### src/rtl/law_ram.sv
`timescale 1ns / 1ps
// ----------------------------------------------------------------------------
// law_ram
// Generic single-port RAM with a registered read.
// ----------------------------------------------------------------------------
module law_ram #(
    parameter int WIDTH = 1,
    parameter int DEPTH = 16
) (
    input  logic                     i_clk,
    input  logic                     i_we,
    input  logic [$clog2(DEPTH)-1:0] i_addr,
    input  logic [WIDTH-1:0]         i_wdata,
    output logic [WIDTH-1:0]         o_rdata
);
    logic [WIDTH-1:0] r_mem [DEPTH];

    always_ff @(posedge i_clk) begin
        if (i_we) begin
            r_mem[i_addr] <= i_wdata;
        end
        o_rdata <= r_mem[i_addr];
    end
endmodule

### config.mk
export PLATFORM = sky130hd
export DESIGN_NAME = law_ram
export DESIGN_NICKNAME = d
export VERILOG_FILES = /design/src/rtl/law_ram.sv
export SDC_FILE = /design/constraint.sdc
export NUM_CORES = 1
export LEC_CHECK = 0
export BUFFER_PORTS_ARGS = -buffer_cell sky130_fd_sc_hd__buf_2
export CORE_MARGIN = 5
export CORE_UTILIZATION = 54
export DETAILED_ROUTE_END_ITERATION = 8
export MAX_ROUTING_LAYER = met4
export PLACE_DENSITY_LB_ADDON = 0.25
export REMOVE_ABC_BUFFERS = 1
export SYNTH_ARGS = -nofsm -noshare
export SYNTH_HDL_FRONTEND = slang
export SYNTH_SLANG_ARGS = --single-unit
### constraint.sdc
create_clock -name i_clk -period 1.3 [get_ports i_clk]
set_input_delay 0.26 -clock i_clk [delete_from_list [all_inputs] [get_ports i_clk]]
set_output_delay 0.26 -clock i_clk [all_outputs]
set_load 0.03 [all_outputs]
==> summary.log <==
qor: timing.grt_setup_unrepaired false
qor: die.num_rows 13
qor: detailed_routing.wl_per_cell 17.1 um
qor: synth.synth_adder_area_share 0%
qor: timing.slew_viol_final 0
qor: synth.post_synth_mux_area_share 17.7%
qor: layout.synthToLayoutAreaGrowth 11.5%
qor: layout.insertedDiodeCount 0
qor: pwr.irDropWorstVdd 0.728 mV
qor: die.die_area 2270 um^2
qor: timing.timing.final.setup_violations 0
qor: synth.synth_area_leaders sky130_fd_sc_hd__edfxtp_1 (63%), sky130_fd_sc_hd__mux4_1 (14%), sky130_fd_sc_hd__nor2_1 (5.9%), sky130_fd_sc_hd__mux2i_1 (3.9%), sky130_fd_sc_hd__dfxtp_1 (2.6%)
qor: global_routing.grt_first_pass_wirelength 2.06 mm
qor: setup_path.critical_path.most_common_cell sky130_fd_sc_hd__mux2i_1
qor: layout.postLayoutCoreUtil 64.6%
qor: timing.finalWorstSetupSlack 0.0709 ns
qor: detailed_routing.vias 444
qor: timing.slew_headroom 84.1%
qor: layout.regArea 500 um^2
qor: setup_path.cell_type_of_the_slowest_stage_on_the_worst_timing_path sky130_fd_sc_hd__mux4_2
qor: layout.layout_common_cells sky130_fd_sc_hd__edfxtp_1 (16), sky130_fd_sc_hd__nor2_1 (12), sky130_fd_sc_hd__buf_2 (7)
qor: timing.finClkSkew 0.00232 ns
qor: setup_path.cp.arrival 1.41 ns
qor: layout.final_common_cell sky130_fd_sc_hd__edfxtp_1
qor: placement.buffer_ports.inserted 7
qor: synth.synth_top_cell_by_area sky130_fd_sc_hd__edfxtp_1
qor: placement.dpl_worst_slack -0.137 ns
qor: timing.worstMarginPinSlew 0.239 ns
qor: setup_path.cp.required 1.48 ns
qor: synth.synthCells 49
qor: layout.final_nets 70
qor: setup_path.path_class reg -> reg
qor: die.fp.coreArea 1320 um^2
qor: clocking.postCtsSetupRepairBufs 0
qor: layout.fill_cells 103
qor: clocking.path_clk_slew 0.10 ns
qor: synth.ys_seq_elements 17
qor: die.floorplan.die.height 47.6 um
qor: job.max_cap_viol_count 0
qor: outcome.result_of_the_run completed
qor: detailed_routing.drt_wl_total 1.32 mm
qor: timing.timing.final.crit_share 94.5%
qor: worst_hold_path.hold_path.class in -> reg
qor: setup_path.critical_path_peak_fanout 1
qor: setup_path.setup.worst_path.end_class flop
qor: setup_path.r2r.worst_path.cells 3
qor: clocking.htree_levels 1
qor: global_routing.antenna_found_initial 0
qor: die.initial_utilization 57.9%
qor: clocking.tritoncts built
qor: timing.timing.final.hold_violations 0
qor: setup_path.worstSetupStartpointType flop
qor: pwr.leakage_dissipation 0.000302 uW
qor: global_routing.gr-total-overflow 0
qor: detailed_routing.post-route-drc-count 0
qor: clocking.number_of_buffers_created_by_cts 3
qor: layout.share_of_layout_cells_above_drive_strength_1 29.0%
qor: synth.yosysWarnings 0
qor: synth.simple_gate_fraction_of_synth_area 14.6%
qor: clocking.cts.root.buffer_cell sky130_fd_sc_hd__clkbuf_4
qor: synth.synth_top_family_by_area multiplexers
qor: synth.syn-mean-instance-area 15.6 um^2
qor: pwr.p_per_area 1160 nW/um^2
qor: setup_path.timing.critical_path.cells mux4_2 > mux2i_1 > mux2i_1
qor: synth.synth_compound_area_share 0%
qor: timing.fmax 814 MHz
qor: clocking.clock_insertion_delay_worst_skew 0.28 ns
qor: synth.area_share_of_the_largest_cell_type_after_synthesis 63.0%
qor: synth.summed_instance_area_of_the_synthesized_netlist 763 um^2
qor: clocking.ctsResizeCount 0
qor: timing.totalNegativeSetupSlack 0 ns
qor: synth.synth_cell_type_count 14
qor: synth.seq_area_frac_synth 65.6%
qor: placement.gpl.final_weighted_congestion 0.680
qor: clocking.ctsHoldBuffers 0
qor: setup_path.worst_path_largest_cell_delay 0.49 ns
qor: clocking.clock_path_buffers 2
qor: detailed_routing.drt_iter0_drc 16
qor: layout.multi_input_area 239 um^2
qor: die.num_io_pins 8
qor: global_routing.globalRouteTotalUtil 14.4%
qor: detailed_routing.ant_nets 0
qor: synth.synthXorXnorAreaFrac 0%
qor: detailed_routing.detail_route.vias_per_cell 5.77
qor: clocking.clock-sinks 17
qor: detailed_routing.dr.pass1.iters 4
qor: global_routing.grt_max_degree 17
qor: worst_hold_path.worstHoldPathCells 3
qor: placement.dpl.hpwl 932 um
qor: die.floorplan.die.width 47.6 um
qor: timing.post-route-min-period 1.23 ns
qor: global_routing.number_of_global_route_vias_before_repair 490
[critical path, delay by kind of cell (launching register included)]
kind	cells	cell delay, ns
DFF	1	0.40
muxes	3	0.73
[final timing paths]
kind | from | endpoint | slack [ns]
worst min register to register | r_mem[4]$_DFFE_PP_ | o_rdata$_DFF_P_ | 0.77
worst max-delay path | r_mem[11]$_DFFE_PP_ | o_rdata$_DFF_P_ | 0.07
worst max register to register | r_mem[11]$_DFFE_PP_ | o_rdata$_DFF_P_ | 0.07
worst min-delay path | i_addr[2] | o_rdata$_DFF_P_ | 0.30
[layout make-up]
class	count	share of cell area, %
multi-input combinational	30	28.1
sequential	17	58.8
tap	15	2.21
clock inverter	1	0.588
clock buffer	3	2.65
timing repair buffer	11	7.65
[state kept, by name, summed over array words and instances, names as in the netlist]
| signal | flops |
|---|---|
| o_rdata | 1 |
| r_mem | 16 |
[Yosys cell counts (all sizes together)]
master and number:
mux2i 3, nand2 1, mux4 4, nand2b 1
or3b 1, nor2 12, edfxtp 16, dfxtp 1
buf 2, or2b 1, nor3 4, nand3 1
nand3b 2
[per-layer routing]
metal  track usage, %  share of wire, %  up-vias
met1             17.9                45      212
met5                -                 0        -
li1                 -                 -      216
met4             6.45                 0        0
met3             2.26               6.5        0
met2             23.3                48       16
[where the power goes]
group	internal [uW]	switching, uW
logic	42.1	55.4
registers	612	3.54
clock network	114	160
[logic make-up after synthesis]
kind of cell	count (synthesis)
and+or+nand+nor	23
DFF	17
buffers and inverters	2
muxes	7
[per-stage QoR]
stage	total power, uW	instances	hold WS [ns]	cell area [um^2]
3_3_place_gp	721	73	0.583	831
5_1_grt	1040	77	0.289	851
2_1_floorplan	672	47	0.359	747
3_5_place_dp	724	73	0.600	831
4_1_cts	995	77	0.284	858
6_report	987	77	0.295	851
(Power assumes the default switching activity.)
