==> config.mk <==
export PLATFORM = sky130hd
export DESIGN_NAME = law_sqrt
export DESIGN_NICKNAME = d
export VERILOG_FILES = /design/src/rtl/law_sqrt.sv
export SDC_FILE = /design/constraint.sdc
export NUM_CORES = 1
export LEC_CHECK = 0
export BUFFER_PORTS_ARGS = -buffer_cell sky130_fd_sc_hd__clkbuf_2
export CORE_MARGIN = 1.5
export CORE_UTILIZATION = 30
export CTS_CLUSTER_SIZE = 16
export DETAILED_ROUTE_END_ITERATION = 10
export GPL_TIMING_DRIVEN = 0
export PLACE_DENSITY = 0.45
export SKIP_LAST_GASP = 1
export SLEW_MARGIN = 20
export SYNTH_ARGS = -nofsm -noshare
export SYNTH_HDL_FRONTEND = slang
export SYNTH_SLANG_ARGS = --single-unit
==> constraint.sdc <==
create_clock -name i_clk -period 5.7 [get_ports i_clk]
set_input_delay 0.57 -clock i_clk [delete_from_list [all_inputs] [get_ports i_clk]]
set_output_delay 0.57 -clock i_clk [all_outputs]
set_load 0.02 [all_outputs]
==> src/rtl/law_sqrt.sv <==
`timescale 1ns / 1ps
// ----------------------------------------------------------------------------
// law_sqrt
// Bit-serial integer square root, one result bit per cycle.
// ----------------------------------------------------------------------------
module law_sqrt (
    input  logic        i_clk,
    input  logic        i_rst_n,
    input  logic        i_start,
    input  logic [33:0] i_val,
    output logic        o_done,
    output logic [16:0] o_root
);
    logic [33:0] r_rem, n_rem;
    logic [16:0] r_root, n_root;
    logic [4:0]  r_cnt, n_cnt;
    logic        r_busy, n_busy;
    logic [35:0] w_trial;
    logic [35:0] w_remx;

    always_comb begin
        n_rem  = r_rem;
        n_root = r_root;
        n_cnt  = r_cnt;
        n_busy = r_busy;
        w_remx = {r_rem, 2'b00};
        w_trial = {17'd0, r_root, 2'b01};
        if (i_start) begin
            n_rem  = i_val;
            n_root = '0;
            n_cnt  = 5'd17;
            n_busy = 1'b1;
        end else if (r_busy) begin
            if ({2'b00, r_rem} >= (w_trial << (2 * (r_cnt - 5'd1)))) begin
                n_rem  = r_rem - 34'((w_trial << (2 * (r_cnt - 5'd1))));
                n_root = {r_root[15:0], 1'b1};
            end else begin
                n_root = {r_root[15:0], 1'b0};
            end
            n_cnt = r_cnt - 5'd1;
            if (r_cnt == 5'd1) begin
                n_busy = 1'b0;
            end
        end
    end

    always_ff @(posedge i_clk) begin
        if (!i_rst_n) begin
            r_busy <= 1'b0;
            r_cnt  <= '0;
        end else begin
            r_busy <= n_busy;
            r_cnt  <= n_cnt;
        end
        r_rem  <= n_rem;
        r_root <= n_root;
    end

    assign o_done = r_busy && (r_cnt == 5'd1);
    assign o_root = {r_root[15:0], ({2'b00, r_rem} >= (w_trial)) ? 1'b1 : 1'b0};
endmodule

==> impl_metrics.csv <==
group,metric,value,unit
status,status,"complete, no violations",
die,effective_utilization_at_floorplan,31.0,%
die,die_h,143,um
detailed_routing,routed_wirelength,21.0,mm
detailed_routing,drt_pass1_iterations,5,
final_layout,register_area,1480,sq um
logic_synthesis,dominantRegCellSynth,"sky130_fd_sc_hd__edfxtp_1",
final_layout,multiInputGateArea,4000,sq um
logic_synthesis,synthesis.yosys.warnings,0,
timing,hold-worst-slack,0.491,ns
placed_design,place.detailed.hpwl,16.8,mm
clock_tree,numCtsBuffers,9,
timing,fmax,185,MHz
logic_synthesis,synth.net_count,826,
setup_path,critical_path_endpoint_category,"flip-flop",
placed_design,placedCellCount,1054,
logic_synthesis,postSynthRegisterBits,57,
power,irDropWorstVdd,0.146,mV
power,p_leak,0.00270,uW
timing,period_share,95.1,%
final_layout,layoutNonFillerInstCount,1071,
logic_synthesis,yosys.cell_types.count,79,
grt,gr-usage-all-layers,21.1,%
final_layout,most-common-layout-cells,"sky130_fd_sc_hd__nand2_1 (98), sky130_fd_sc_hd__clkbuf_2 (59), sky130_fd_sc_hd__nor2_1 (58), sky130_fd_sc_hd__o21ai_0 (52), sky130_fd_sc_hd__ha_1 (52)",
setup_path,timing.setup.critical_path_class,"flip-flop to flip-flop",
logic_synthesis,async_flop_share,0,%
setup_path,critPathLaunchType,"flip-flop",
timing,post-route-min-period,5.42,ns
placed_design,dpl_worst_slack,-0.644,ns
final_layout,mostFrequentLayoutCell,"sky130_fd_sc_hd__nand2_1",
setup_path,worst-path-max-fanout,10,
grt,via_count_of_the_first_global_routing_pass,5528,
die,overall_die_width,143,um
timing,relative_slew_slack,41.9,%
job,max-cap-violations,0,
timing,final_clock_skew,0.00944,ns
grt,global_route_wire_length_before_repair,32.1,mm
timing,maxSlewViolCount,0,
clock_tree,clock_pin_slew_worst_setup_and_hold_paths,0.05,ns
clock_tree,clock-root-buffer,"sky130_fd_sc_hd__clkbuf_16",
clock_tree,htreeDepth,3,
final_layout,syn2layout_area_growth,17.8,%
setup_path,r2r-start,"r_cnt[0]$_SDFFE_PN0P_",
clock_tree,ctsLongestPathBuffers,2,
clock_tree,clock_sink_count,57,
setup_path,worstSetupStartpoint,"r_cnt[0]$_SDFFE_PN0P_",
clock_tree,cts_hold_repair.buffers,0,
setup_path,critical_path_arrival,5.47,ns
worst_hold_path,hp-start,"i_rst_n",
setup_path,crit_required,5.75,ns
final_layout,diodes,0,
grt,grt_antenna_before_repair,0,
final_layout,final_net_count,896,
logic_synthesis,netlist_area,5850,sq um
logic_synthesis,syn-instance-count,736,
final_layout,number_of_fillers_in_the_final_layout,2030,
clock_tree,cts_tree,"done",
logic_synthesis,syn_area_per_cell,7.95,sq um
power,power-per-cell-area,377,nW/um^2
detailed_routing,post_drt_via_cell_ratio,5.40,
die,placeableCoreArea,18900,sq um
die,design.portCount,55,
placed_design,number_of_port_buffers,53,
final_layout,layout-drive-gt1-share,17.4,%
grt,largest_net_degree_at_the_start_of_global_routing,11,
detailed_routing,avgRoutedWirePerCell,19.6,um
logic_synthesis,ys_seq_area_share,25.3,%
placed_design,globalplace.congestion,0.955,
detailed_routing,dr_total_vias,5780,
die,fp_rows,50,
die,floorplan.die_area,20300,sq um
timing,setup_viol_count_final,0,
detailed_routing,drcViolationCount,0,
detailed_routing,antenna_left,0,
grt,overflow_left_after_global_routing,0,
detailed_routing,drt_first_iter_violations,502,
logic_synthesis,synth-edff-count,34,
timing,final.setup.worst_slack,0.280,ns
clock_tree,worstSkewPairLatency,0.34,ns
worst_hold_path,holdCritPathClass,"input pin to flip-flop",
timing,worstMarginPinSlew,0.871,ns
timing,final_hold_viol_count,0,
==> layer usage <==
metal / track usage (%) / wire length, um / vias to the layer above
li1: - / - / 2822
met4: 8.84 / 610 / 0
met2: 31.0 / 8950 / 172
met5: 0 / 0 / -
met3: 3.45 / 1070 / 33
met1: 30.2 / 10400 / 2753
==> path summary, 6_finish.rpt <==
check | slack, ns | cells past startpoint | end
setup / recovery | 0.28 | 21 | r_rem[15]$_DFFE_PP_
hold / removal | 0.49 | 2 | r_busy$_SDFF_PN0_
setup reg to reg | 0.28 | 21 | r_rem[15]$_DFFE_PP_
hold reg to reg | 0.56 | 2 | r_cnt[1]$_SDFFE_PP0P_
==> Yosys cell counts, drive strengths merged, types with 9 or more instances <==
cell,count,area share [%]
a21o,27,3.5
nand4,10,1.1
o22ai,15,1.6
nor3,15,1.4
o21ai,56,4.8
nand3,18,1.5
edfxtp,34,17
nand2b,9,0.96
clkbuf,27,1.8
buf,30,4.0
ha,53,11
nor2,61,4.0
mux2i,24,4.1
a21oi,43,3.7
inv,33,2.1
xor2,17,2.5
dfxtp,23,7.9
xnor2,15,2.2
nand2,98,6.3
==> kinds of logic after synthesis <==
logic type      share of synthesized area [%]
buf+inv                                  7.87
mux                                      4.49
simple gates                             20.2
compound gates                           26.0
flops                                    25.3
fa+ha+maj                                11.3
xor+xnor                                 4.79
==> final cells by class <==
| cell class | instances | share of cell area (%) |
|---|---|---|
| plain buffers | 54 | 4.83 |
| clock buffers | 14 | 4.14 |
| clock inverters | 2 | 0.145 |
| inverters | 33 | 1.80 |
| multi-input cells | 589 | 58.0 |
| flip-flops and latches | 57 | 21.5 |
| well taps | 260 | 4.72 |
| repair buffers | 62 | 4.83 |
==> power by group <==
part	total [uW]	internal, uW	switching [uW]
logic	1420	567	856
registers	629	558	70.9
clock network	545	343	202
total	2600	1470	1130
==> critical path, cell delays in order (launching register included) <==
cell and delay [ns]:
sky130_fd_sc_hd__dfxtp_2 0.39, sky130_fd_sc_hd__buf_6 0.16, sky130_fd_sc_hd__inv_1 0.17, sky130_fd_sc_hd__ha_1 0.41
sky130_fd_sc_hd__buf_6 0.17, sky130_fd_sc_hd__inv_1 0.08, sky130_fd_sc_hd__clkbuf_2 0.23, sky130_fd_sc_hd__o21a_1 0.28
sky130_fd_sc_hd__mux2_2 0.30, sky130_fd_sc_hd__nand2b_1 0.18, sky130_fd_sc_hd__ha_1 0.41, sky130_fd_sc_hd__and4_2 0.31
sky130_fd_sc_hd__nand3_2 0.20, sky130_fd_sc_hd__nor2_1 0.16, sky130_fd_sc_hd__nor3_1 0.11, sky130_fd_sc_hd__o21ai_2 0.22
sky130_fd_sc_hd__a21o_1 0.23, sky130_fd_sc_hd__or3b_1 0.39, sky130_fd_sc_hd__o211ai_1 0.13, sky130_fd_sc_hd__buf_4 0.20
sky130_fd_sc_hd__buf_4 0.19, sky130_fd_sc_hd__buf_4 0.18
==> state kept, by name (all words and copies together), names as in the netlist <==
| signal | flops |
|---|---|
| r_root | 17 |
| r_busy | 1 |
| r_rem | 34 |
| r_cnt | 5 |
==> timing repair <==
item,CTS,global route
resized for setup,8,17
pin swaps,2,1
setup buffers,3,1
endpoints found under the setup margin,34,35
gates cloned,0,0
==> metrics by stage <==
stage          setup TNS, ns  utilization, %  cell area [sq um]  power (uW)
2_1_floorplan              0               -               5850        1630
3_3_place_gp          -89.65            34.1               6440        1990
3_5_place_dp          -13.32            34.3               6480        1990
4_1_cts                    0            36.2               6830        2570
5_1_grt               -0.160            36.5               6890        2790
6_report                   0            36.5               6890        2600
(Power assumes the default switching activity.)
